<file path="src/design/efb_pkg.sv">
// Shared types, constants and the CRC-32 byte update for the Ethernet frame builder.
`timescale 1ns / 1ps
`default_nettype none

package efb_pkg;

    localparam int MAC_W   = 48;
    localparam int ETYPE_W = 16;
    localparam int BYTE_W  = 8;
    localparam int CNT_W   = 11;
    localparam int CRC_W   = 32;
    localparam int CFG_W   = 48;
    localparam int CFG_IDX_W = 2;

    localparam int HDR_BYTES = 14;
    localparam int FCS_BYTES = 4;
    localparam int IDX_W     = 4;
    localparam int RES_LIMIT = 64;
    localparam int RUN_W     = $clog2(RES_LIMIT);

    localparam int DEF_MAX_PAYLOAD = 1500;
    localparam int DEF_MIN_PAYLOAD = 46;

    localparam logic [CRC_W-1:0] CRC_POLY = 32'hEDB88320;
    localparam logic [CRC_W-1:0] CRC_INIT = 32'hFFFFFFFF;

    localparam logic [MAC_W-1:0]   DEST_MAC_RST   = 48'h111111111111;
    localparam logic [MAC_W-1:0]   SRC_MAC_RST    = 48'h222222222222;
    localparam logic [ETYPE_W-1:0] ETHER_TYPE_RST = 16'h0800;

    localparam logic [CFG_IDX_W-1:0] CFG_DEST_MAC   = 2'd0;
    localparam logic [CFG_IDX_W-1:0] CFG_SRC_MAC    = 2'd1;
    localparam logic [CFG_IDX_W-1:0] CFG_ETHER_TYPE = 2'd2;

    typedef enum logic [3:0] {
        PH_HDR  = 4'b0001,
        PH_DATA = 4'b0010,
        PH_PAD  = 4'b0100,
        PH_FCS  = 4'b1000
    } phase_t;

    typedef struct packed {
        logic [BYTE_W-1:0] frame_byte;
        logic              run_last;
        logic              frame_last;
        logic              oversize_error;
    } result_t;

    // Reflected CRC-32 update over one byte, least significant bit first.
    function automatic logic [CRC_W-1:0] crc_byte(input logic [CRC_W-1:0] c,
                                                  input logic [BYTE_W-1:0] b);
        logic [CRC_W-1:0] r;
        r = c ^ {{(CRC_W-BYTE_W){1'b0}}, b};
        for (int k = 0; k < BYTE_W; k++) begin
            if (r[0]) begin
                r = (r >> 1) ^ CRC_POLY;
            end else begin
                r = r >> 1;
            end
        end
        return r;
    endfunction

endpackage

`default_nettype wire

</file>
<file path="src/design/efb_seq.sv">
// Item register and byte sequencer: header, payload, padding, FCS and frame state.
`timescale 1ns / 1ps
`default_nettype none

module efb_seq #(
    parameter int MAX_PAYLOAD = efb_pkg::DEF_MAX_PAYLOAD,
    parameter int MIN_PAYLOAD = efb_pkg::DEF_MIN_PAYLOAD
) (
    input  wire logic                          aclk,
    input  wire logic                          aresetn,
    input  wire logic [efb_pkg::BYTE_W-1:0]    s_payload_byte,
    input  wire logic                          s_payload_last,
    input  wire logic                          s_valid,
    output logic                               s_ready,
    input  wire logic [efb_pkg::MAC_W-1:0]     dest_mac,
    input  wire logic [efb_pkg::MAC_W-1:0]     src_mac,
    input  wire logic [efb_pkg::ETYPE_W-1:0]   ether_type,
    output logic                               res_valid,
    output efb_pkg::result_t                   res,
    input  wire logic                          out_ready
);
    import efb_pkg::*;

    logic                item_valid_reg, item_valid_next;
    logic [BYTE_W-1:0]   item_byte_reg;
    logic                item_last_reg;
    phase_t              phase_reg, phase_next;
    logic [IDX_W-1:0]    idx_reg, idx_next;
    logic [RUN_W-1:0]    run_cnt_reg, run_cnt_next;
    logic [CRC_W-1:0]    crc_reg, crc_next;
    logic [CNT_W-1:0]    count_reg, count_next;
    logic                in_frame_reg, in_frame_next;
    logic                discarding_reg, discarding_next;

    logic [HDR_BYTES*BYTE_W-1:0] hdr_word;
    logic [IDX_W-1:0]            hdr_shift;
    logic [BYTE_W-1:0]           hdr_byte;
    logic [BYTE_W-1:0]           data_byte;
    logic [BYTE_W-1:0]           fcs_byte;
    logic [CRC_W-1:0]            crc_upd;
    logic [CNT_W-1:0]            count_inc;
    logic                        step;
    logic                        done;
    logic                        trunc;

    assign hdr_word  = {dest_mac, src_mac, ether_type};
    assign hdr_shift = IDX_W'(HDR_BYTES - 1) - idx_reg;
    assign hdr_byte  = BYTE_W'(hdr_word >> {hdr_shift, 3'b000});
    assign fcs_byte  = BYTE_W'(~crc_reg >> {idx_reg[1:0], 3'b000});
    assign count_inc = count_reg + CNT_W'(1);
    assign trunc     = (run_cnt_reg == RUN_W'(RES_LIMIT - 1));
    assign step      = item_valid_reg && (discarding_reg || out_ready);

    always_comb begin
        case (phase_reg)
            PH_HDR:  data_byte = hdr_byte;
            PH_DATA: data_byte = item_byte_reg;
            default: data_byte = '0;
        endcase
    end

    assign crc_upd = crc_byte(crc_reg, data_byte);

    always_comb begin
        phase_next      = phase_reg;
        idx_next        = idx_reg;
        run_cnt_next    = run_cnt_reg;
        crc_next        = crc_reg;
        count_next      = count_reg;
        in_frame_next   = in_frame_reg;
        discarding_next = discarding_reg;
        res             = '0;
        res_valid       = 1'b0;
        done            = 1'b0;

        if (step) begin
            if (discarding_reg) begin
                done = 1'b1;
                if (item_last_reg) begin
                    discarding_next = 1'b0;
                end
            end else begin
                res_valid = 1'b1;
                case (phase_reg)
                    PH_HDR: begin
                        res.frame_byte = hdr_byte;
                        crc_next       = crc_upd;
                        if (idx_reg == IDX_W'(HDR_BYTES - 1)) begin
                            phase_next    = PH_DATA;
                            idx_next      = '0;
                            in_frame_next = 1'b1;
                        end else begin
                            idx_next = idx_reg + IDX_W'(1);
                        end
                    end
                    PH_DATA: begin
                        if (count_reg >= CNT_W'(MAX_PAYLOAD)) begin
                            res.frame_last     = 1'b1;
                            res.oversize_error = 1'b1;
                            done               = 1'b1;
                            crc_next           = CRC_INIT;
                            count_next         = '0;
                            in_frame_next      = 1'b0;
                            discarding_next    = !item_last_reg;
                        end else begin
                            res.frame_byte = item_byte_reg;
                            crc_next       = crc_upd;
                            count_next     = count_inc;
                            if (!item_last_reg) begin
                                done = 1'b1;
                            end else if (count_inc < CNT_W'(MIN_PAYLOAD)) begin
                                phase_next = PH_PAD;
                            end else begin
                                phase_next = PH_FCS;
                                idx_next   = '0;
                            end
                        end
                    end
                    PH_PAD: begin
                        crc_next   = crc_upd;
                        count_next = count_inc;
                        if (count_inc >= CNT_W'(MIN_PAYLOAD)) begin
                            phase_next = PH_FCS;
                            idx_next   = '0;
                        end
                    end
                    PH_FCS: begin
                        res.frame_byte = fcs_byte;
                        if (idx_reg == IDX_W'(FCS_BYTES - 1)) begin
                            res.frame_last = 1'b1;
                            done           = 1'b1;
                            crc_next       = CRC_INIT;
                            count_next     = '0;
                            in_frame_next  = 1'b0;
                        end else begin
                            idx_next = idx_reg + IDX_W'(1);
                        end
                    end
                    default: begin
                        done = 1'b1;
                    end
                endcase

                // A run is cut short at the result limit; the frame is then abandoned.
                if (trunc && !done) begin
                    done          = 1'b1;
                    crc_next      = CRC_INIT;
                    count_next    = '0;
                    in_frame_next = 1'b0;
                end
                res.run_last = done;
            end

            if (done) begin
                run_cnt_next = '0;
                idx_next     = '0;
                phase_next   = in_frame_next ? PH_DATA : PH_HDR;
            end else begin
                run_cnt_next = run_cnt_reg + RUN_W'(1);
            end
        end
    end

    assign s_ready         = !item_valid_reg || done;
    assign item_valid_next = (s_valid && s_ready) ? 1'b1 : (done ? 1'b0 : item_valid_reg);

    always_ff @(posedge aclk) begin
        if (!aresetn) begin
            item_valid_reg <= 1'b0;
            phase_reg      <= PH_HDR;
            idx_reg        <= '0;
            run_cnt_reg    <= '0;
            crc_reg        <= CRC_INIT;
            count_reg      <= '0;
            in_frame_reg   <= 1'b0;
            discarding_reg <= 1'b0;
        end else begin
            item_valid_reg <= item_valid_next;
            phase_reg      <= phase_next;
            idx_reg        <= idx_next;
            run_cnt_reg    <= run_cnt_next;
            crc_reg        <= crc_next;
            count_reg      <= count_next;
            in_frame_reg   <= in_frame_next;
            discarding_reg <= discarding_next;
        end
    end

    always_ff @(posedge aclk) begin
        if (s_valid && s_ready) begin
            item_byte_reg <= s_payload_byte;
            item_last_reg <= s_payload_last;
        end
    end

    // Between items the sequencer rests at the start of a header or of a payload byte.
    a_rest_phase: assert property (@(posedge aclk) disable iff (!aresetn)
        !item_valid_reg |-> (idx_reg == '0) && (run_cnt_reg == '0) &&
            (phase_reg == (in_frame_reg ? PH_DATA : PH_HDR)))
        else $error("sequencer not at rest between items");

    a_count_limit: assert property (@(posedge aclk) disable iff (!aresetn)
        count_reg <= CNT_W'(MAX_PAYLOAD))
        else $error("payload count beyond limit");

    a_discard_idle: assert property (@(posedge aclk) disable iff (!aresetn)
        discarding_reg |-> !in_frame_reg && (phase_reg == PH_HDR))
        else $error("discarding while a frame is open");

    a_hdr_phase: assert property (@(posedge aclk) disable iff (!aresetn)
        (phase_reg == PH_HDR) |-> !in_frame_reg)
        else $error("header phase inside an open frame");

    a_err_ends: assert property (@(posedge aclk) disable iff (!aresetn)
        res_valid && res.oversize_error |=> !in_frame_reg && (count_reg == '0))
        else $error("frame not dropped after oversize error");

endmodule

`default_nettype wire

</file>
<file path="src/design/efb_out.sv">
// Output register between the sequencer and the result channel.
`timescale 1ns / 1ps
`default_nettype none

module efb_out (
    input  wire logic              aclk,
    input  wire logic              aresetn,
    input  wire logic              in_valid,
    input  wire efb_pkg::result_t  in_res,
    output logic                   in_ready,
    output logic                   m_valid,
    input  wire logic              m_ready,
    output efb_pkg::result_t       m_res
);
    import efb_pkg::*;

    logic    valid_reg;
    result_t res_reg;

    assign in_ready = !valid_reg || m_ready;
    assign m_valid  = valid_reg;
    assign m_res    = res_reg;

    always_ff @(posedge aclk) begin
        if (!aresetn) begin
            valid_reg <= 1'b0;
        end else if (in_ready) begin
            valid_reg <= in_valid;
        end
    end

    always_ff @(posedge aclk) begin
        if (in_ready && in_valid) begin
            res_reg <= in_res;
        end
    end

endmodule

`default_nettype wire

</file>
<file path="src/design/ethernet_frame_builder.sv">
// Top level of the Ethernet II frame builder: configuration registers, sequencer, output register.
//
//   channel   direction  handshake          payload
//   s_        in         s_valid/s_ready    s_payload_byte, s_payload_last
//   m_        out        m_valid/m_ready    m_frame_byte, m_run_last, m_frame_last,
//                                           m_oversize_error
//   cfg_      in         cfg_we             cfg_index, cfg_wdata
//
// While m_ready is high, one result byte leaves per cycle and the sequencer updates the CRC-32
// one byte per cycle. A payload byte inside a frame yields one result byte; the first byte of
// a frame is preceded by the header, and a last byte is followed by zero padding up to
// MIN_PAYLOAD payload bytes and by the FCS; an oversize error yields one error result and a
// discarded byte yields none.
// While a header, padding or FCS run is being emitted the input is stalled; m_ready low stalls
// the output register and, behind it, the sequencer.
// Reset is synchronous on aresetn and restores the header registers to their defaults.
`timescale 1ns / 1ps
`default_nettype none

module ethernet_frame_builder #(
    parameter int MAX_PAYLOAD = efb_pkg::DEF_MAX_PAYLOAD,
    parameter int MIN_PAYLOAD = efb_pkg::DEF_MIN_PAYLOAD
) (
    input  wire logic                             aclk,
    input  wire logic                             aresetn,
    input  wire logic [efb_pkg::BYTE_W-1:0]       s_payload_byte,
    input  wire logic                             s_payload_last,
    input  wire logic                             s_valid,
    output logic                                  s_ready,
    output logic [efb_pkg::BYTE_W-1:0]            m_frame_byte,
    output logic                                  m_run_last,
    output logic                                  m_frame_last,
    output logic                                  m_oversize_error,
    output logic                                  m_valid,
    input  wire logic                             m_ready,
    input  wire logic                             cfg_we,
    input  wire logic [efb_pkg::CFG_IDX_W-1:0]    cfg_index,
    input  wire logic [efb_pkg::CFG_W-1:0]        cfg_wdata
);
    import efb_pkg::*;

    logic [MAC_W-1:0]   dest_mac_reg;
    logic [MAC_W-1:0]   src_mac_reg;
    logic [ETYPE_W-1:0] ether_type_reg;

    logic    seq_valid;
    result_t seq_res;
    logic    out_ready;
    result_t out_res;

    always_ff @(posedge aclk) begin
        if (!aresetn) begin
            dest_mac_reg   <= DEST_MAC_RST;
            src_mac_reg    <= SRC_MAC_RST;
            ether_type_reg <= ETHER_TYPE_RST;
        end else if (cfg_we) begin
            case (cfg_index)
                CFG_DEST_MAC:   dest_mac_reg   <= cfg_wdata[MAC_W-1:0];
                CFG_SRC_MAC:    src_mac_reg    <= cfg_wdata[MAC_W-1:0];
                CFG_ETHER_TYPE: ether_type_reg <= cfg_wdata[ETYPE_W-1:0];
                default: begin
                end
            endcase
        end
    end

    efb_seq #(
        .MAX_PAYLOAD (MAX_PAYLOAD),
        .MIN_PAYLOAD (MIN_PAYLOAD)
    ) u_seq (
        .aclk           (aclk),
        .aresetn        (aresetn),
        .s_payload_byte (s_payload_byte),
        .s_payload_last (s_payload_last),
        .s_valid        (s_valid),
        .s_ready        (s_ready),
        .dest_mac       (dest_mac_reg),
        .src_mac        (src_mac_reg),
        .ether_type     (ether_type_reg),
        .res_valid      (seq_valid),
        .res            (seq_res),
        .out_ready      (out_ready)
    );

    efb_out u_out (
        .aclk     (aclk),
        .aresetn  (aresetn),
        .in_valid (seq_valid),
        .in_res   (seq_res),
        .in_ready (out_ready),
        .m_valid  (m_valid),
        .m_ready  (m_ready),
        .m_res    (out_res)
    );

    assign m_frame_byte     = out_res.frame_byte;
    assign m_run_last       = out_res.run_last;
    assign m_frame_last     = out_res.frame_last;
    assign m_oversize_error = out_res.oversize_error;

endmodule

`default_nettype wire

</file>
<file path="config.mk">
export PLATFORM = sky130hd
export DESIGN_NAME = ethernet_frame_builder
export DESIGN_NICKNAME = d
export VERILOG_FILES = /design/src/design/efb_pkg.sv /design/src/design/efb_seq.sv /design/src/design/efb_out.sv /design/src/design/ethernet_frame_builder.sv
export SDC_FILE = /design/constraint.sdc
export NUM_CORES = 1
export LEC_CHECK = 0
export ABC_AREA = 1
export BUFFER_PORTS_ARGS = -buffer_cell sky130_fd_sc_hd__clkbuf_2
export CAP_MARGIN = 20
export CORE_MARGIN = 3
export CORE_UTILIZATION = 50
export DETAILED_ROUTE_END_ITERATION = 16
export PLACE_DENSITY_LB_ADDON = 0.1
export SLEW_MARGIN = 20
export SYNTH_ARGS = -nofsm -noshare
export SYNTH_HDL_FRONTEND = slang
export SYNTH_HIERARCHICAL = 1
export SYNTH_SLANG_ARGS = --single-unit
export TNS_END_PERCENT = 20
</file>
<file path="constraint.sdc">
create_clock -name aclk -period 6.69 [get_ports aclk]
set_input_delay 1.338 -clock aclk [delete_from_list [all_inputs] [get_ports aclk]]
set_output_delay 1.338 -clock aclk [all_outputs]
set_load 0.05 [all_outputs]
</file>
==> implementation parameters <==
Parameter                              Value

Yosys
  Main combinational cell family by area after synthesis    simple AND/OR/NAND/NOR gates
  Cell count after synthesis    1733
  Cell area after technology mapping    11100 µm²
  Post-synth EDFFs    20
  Synth Area in Simple Gates    38.3%
  Share of synthesized flip-flops with an asynchronous set or reset    0%
  Post-synthesis cell type count    46
  Total nets after synthesis    1805
  Synth Area in XOR/XNOR    2.18%
  Sequential cell area fraction in the yosys report    36.5%
  Total number of yosys warnings    6
  Most used DFF post-synth    sky130_fd_sc_hd__dfxtp_1
  Compound-cell area share of the yosys netlist    10.8%
  Area share of fa/ha/maj cells after synthesis    0.900%
  Seq cells post-synth    193
  Mapped Avg Cell Area    6.42 µm²
  Mux share of post-synthesis cell area    0%

Worst setup path
  Data required time of the worst path    5350 ps
  Critical path capture point type    primary output
  WS Path Type    flip-flop to primary output
  Arrival time worst endpoint    2910 ps
  Worst Path Max Fanout    13
  CP Launch Type    flip-flop

Place
  Hpwl dp    20300 µm
  # port buffers    76
  Last weighted congestion value of the routability-driven placer    0.883

CTS
  TritonCTS Buffers    17
  Worst-path clk slew    80 ps
  TritonCTS Sinks    193
  CTS tree    yes
  CTS Root Buffer Type    sky130_fd_sc_hd__clkbuf_16
  H-Tree Depth    4
  Post-CTS Repair Setup Buffers    0
  Number of gates resized after CTS    0
  Clock latency reported for the late side of the worst-skew pair    440 ps
  Number of hold-repair buffers added at the cts stage    0
  CTS Buffer Depth    2

Run status
  Status    finished, final reports clean

Floorplan
  Die area    24100 µm²
  Core region area    21400 µm²
  Row Count    53
  Width of the die    155 µm
  I/O pin count    77
  Die height    155 µm
  Initial standard-cell utilization of the core    51.9%

Routing
  Length of routed met3 wiring    1930 µm
  Wl on met1    13500 µm
  Number of design rule violations left after detail routing    0
  Total length of routed met2 wires    14700 µm
  Highest routed metal layer    met5
  First-pass iteration count of the detailed router    6
  Post-route antenna net violation count    0
  Via count    10779
  Detail-routed net length per standard cell    15.1 µm
  Via-to-Cell Ratio    5.29
  Iteration-0 DRC count of the detailed router    843
  Detailed-route wire length    30700 µm

Timing
  Largest clock skew in the final design    16.1 ps
  Fmax achieved    235 MHz
  Fin. max-slew vios    0
  Transition time of the tightest slew-check pin    1040 ps
  Worst slew margin    30.4%
  Worst hold slack after final layout    463 ps
  Fraction of the cycle the final worst path needs    63.6%
  Unrepaired setup endpoints after global routing    false
  Accumulated negative setup slack    0 ps
  Tmin final    4250 ps
  Endpoints failing hold    0
  Final count of negative-setup-slack endpoints    0

Pwr
  VDD IR max    0.263 mV
  Power per cell area    471 nW/µm²
  Leakage power    6.03 nW

Cells and area
  Number of antenna diodes    0
  Layout-stage area growth over the synthesis result    8.74%
  Layout cell share with drive strength beyond 1    12.0%
  Final nets    1822
  Commonest non-fill, non-tap cell in the layout    sky130_fd_sc_hd__nand2_1
  Highest-count cells in the layout ignoring fill and taps    sky130_fd_sc_hd__nand2_1, sky130_fd_sc_hd__nor2_1, sky130_fd_sc_hd__nand3_1, sky130_fd_sc_hd__inv_1, sky130_fd_sc_hd__dfxtp_1

Global route
  Grt ovf    0
  Number of global-route vias before repair    10074
  Global-route wire length before repair    50000 µm
  Number of antenna violations at the first check in global routing    1
  Pin count of the biggest net entering global routing    94
  Overall fraction of global-route tracks in use    25.2%

Worst hold path
  Hold/Removal Path Class    flip-flop to flip-flop

Job
  Number of max-capacitance violations reported    0
==> metal layers <==
layer | global-route usage, % | vias to the layer above
met1 | 33.4 | 4881
met4 | 6.92 | 2
met3 | 3.87 | 44
met5 | 0 | -
li1 | - | 5496
met2 | 42.9 | 356
==> synthesized netlist by cell type (2+ instances only) <==
cell,number,share of area (%)
sky130_fd_sc_hd__nand2_1,503,17
sky130_fd_sc_hd__ha_1,8,0.90
sky130_fd_sc_hd__inv_1,190,6.4
sky130_fd_sc_hd__o211ai_1,15,1.0
sky130_fd_sc_hd__nand3_2,8,0.72
sky130_fd_sc_hd__buf_4,18,1.2
sky130_fd_sc_hd__inv_4,2,0.11
sky130_fd_sc_hd__o21ai_1,16,0.72
sky130_fd_sc_hd__buf_6,3,0.30
sky130_fd_sc_hd__nand2_2,34,1.9
sky130_fd_sc_hd__clkbuf_1,27,0.91
sky130_fd_sc_hd__nor2_2,3,0.17
sky130_fd_sc_hd__a21oi_1,98,4.4
sky130_fd_sc_hd__or2_2,5,0.28
sky130_fd_sc_hd__buf_2,36,1.6
sky130_fd_sc_hd__nand4_1,4,0.22
sky130_fd_sc_hd__o21ai_0,50,2.2
sky130_fd_sc_hd__xnor2_1,3,0.24
sky130_fd_sc_hd__inv_2,15,0.51
sky130_fd_sc_hd__nor3_2,2,0.18
sky130_fd_sc_hd__a31oi_1,14,0.79
sky130_fd_sc_hd__nor2_1,216,7.3
sky130_fd_sc_hd__o21ai_2,2,0.16
sky130_fd_sc_hd__nand2_4,8,0.81
sky130_fd_sc_hd__xor2_2,2,0.29
sky130_fd_sc_hd__o22ai_1,6,0.34
sky130_fd_sc_hd__buf_1,5,0.17
sky130_fd_sc_hd__nor3_1,8,0.36
sky130_fd_sc_hd__dfxtp_1,173,31
sky130_fd_sc_hd__nand3_1,196,8.8
sky130_fd_sc_hd__xor2_1,21,1.7
sky130_fd_sc_hd__edfxtp_1,20,5.4
sky130_fd_sc_hd__a211oi_1,9,0.61
==> metrics by stage <==
step                      cell area (µm²)  setup WS [ps]  instances  utilization, %  power (W)
after floorplan                     11100           2960       1733               -    0.00398
after global placement              11500           2760       2006            53.6    0.00460
after detailed placement            11500           2710       2006            53.7    0.00463
after CTS                           12100           2430       2038            56.5    0.00568
after global routing                12100           2200       2038            56.5    0.00617
final                               12100           2440       2038            56.5    0.00570
==> critical path, cell delays in order (launching register included) <==
cell and delay, ps:
sky130_fd_sc_hd__dfxtp_1 330, sky130_fd_sc_hd__inv_1 70, sky130_fd_sc_hd__nand2_1 100, sky130_fd_sc_hd__nor3_4 640, sky130_fd_sc_hd__inv_2 40, sky130_fd_sc_hd__nand4_1 120
sky130_fd_sc_hd__o21ai_1 120, sky130_fd_sc_hd__nor3_2 280, sky130_fd_sc_hd__nand2_1 230, sky130_fd_sc_hd__nand2_1 200, sky130_fd_sc_hd__nand2_1 90, sky130_fd_sc_hd__clkbuf_2 240
==> cell families after synthesis <==
group           Yosys count
xor+xnor                 26
simple gates            993
fa+ha+maj                 8
compound gates          216
flops                   193
buf+inv                 297
==> final timing paths <==
| check | startpoint | slack, ps | endpoint | cells after the start |
|---|---|---|---|---|
| worst min register to register | dest_mac_reg[16] | 460 | dest_mac_reg[16] | 2 |
| worst max register to register | u_seq/idx_reg[0] | 2850 | u_seq/crc_reg[5] | 17 |
| worst max-delay path | u_seq/phase_reg[3] | 2440 | s_ready | 11 |
| worst min-delay path | dest_mac_reg[16] | 460 | dest_mac_reg[16] | 2 |
==> report_power, final <==
part	leakage [nW]	internal, W	total, W	switching [W]
registers	1.61	0.00133	0.00146	0.000129
logic	4.13	0.00100	0.00322	0.00222
clock network	0.285	0.000518	0.00103	0.000509
==> layout make-up <==
class	count	area, µm²
fillers	2193	9320
multi-input cells	1243	5840
flip-flops and latches	193	4070
inverters	208	786
repair buffers	87	465
clock buffers	18	450
well taps	275	344
clock inverters	14	149
(Power assumes the default switching activity.)
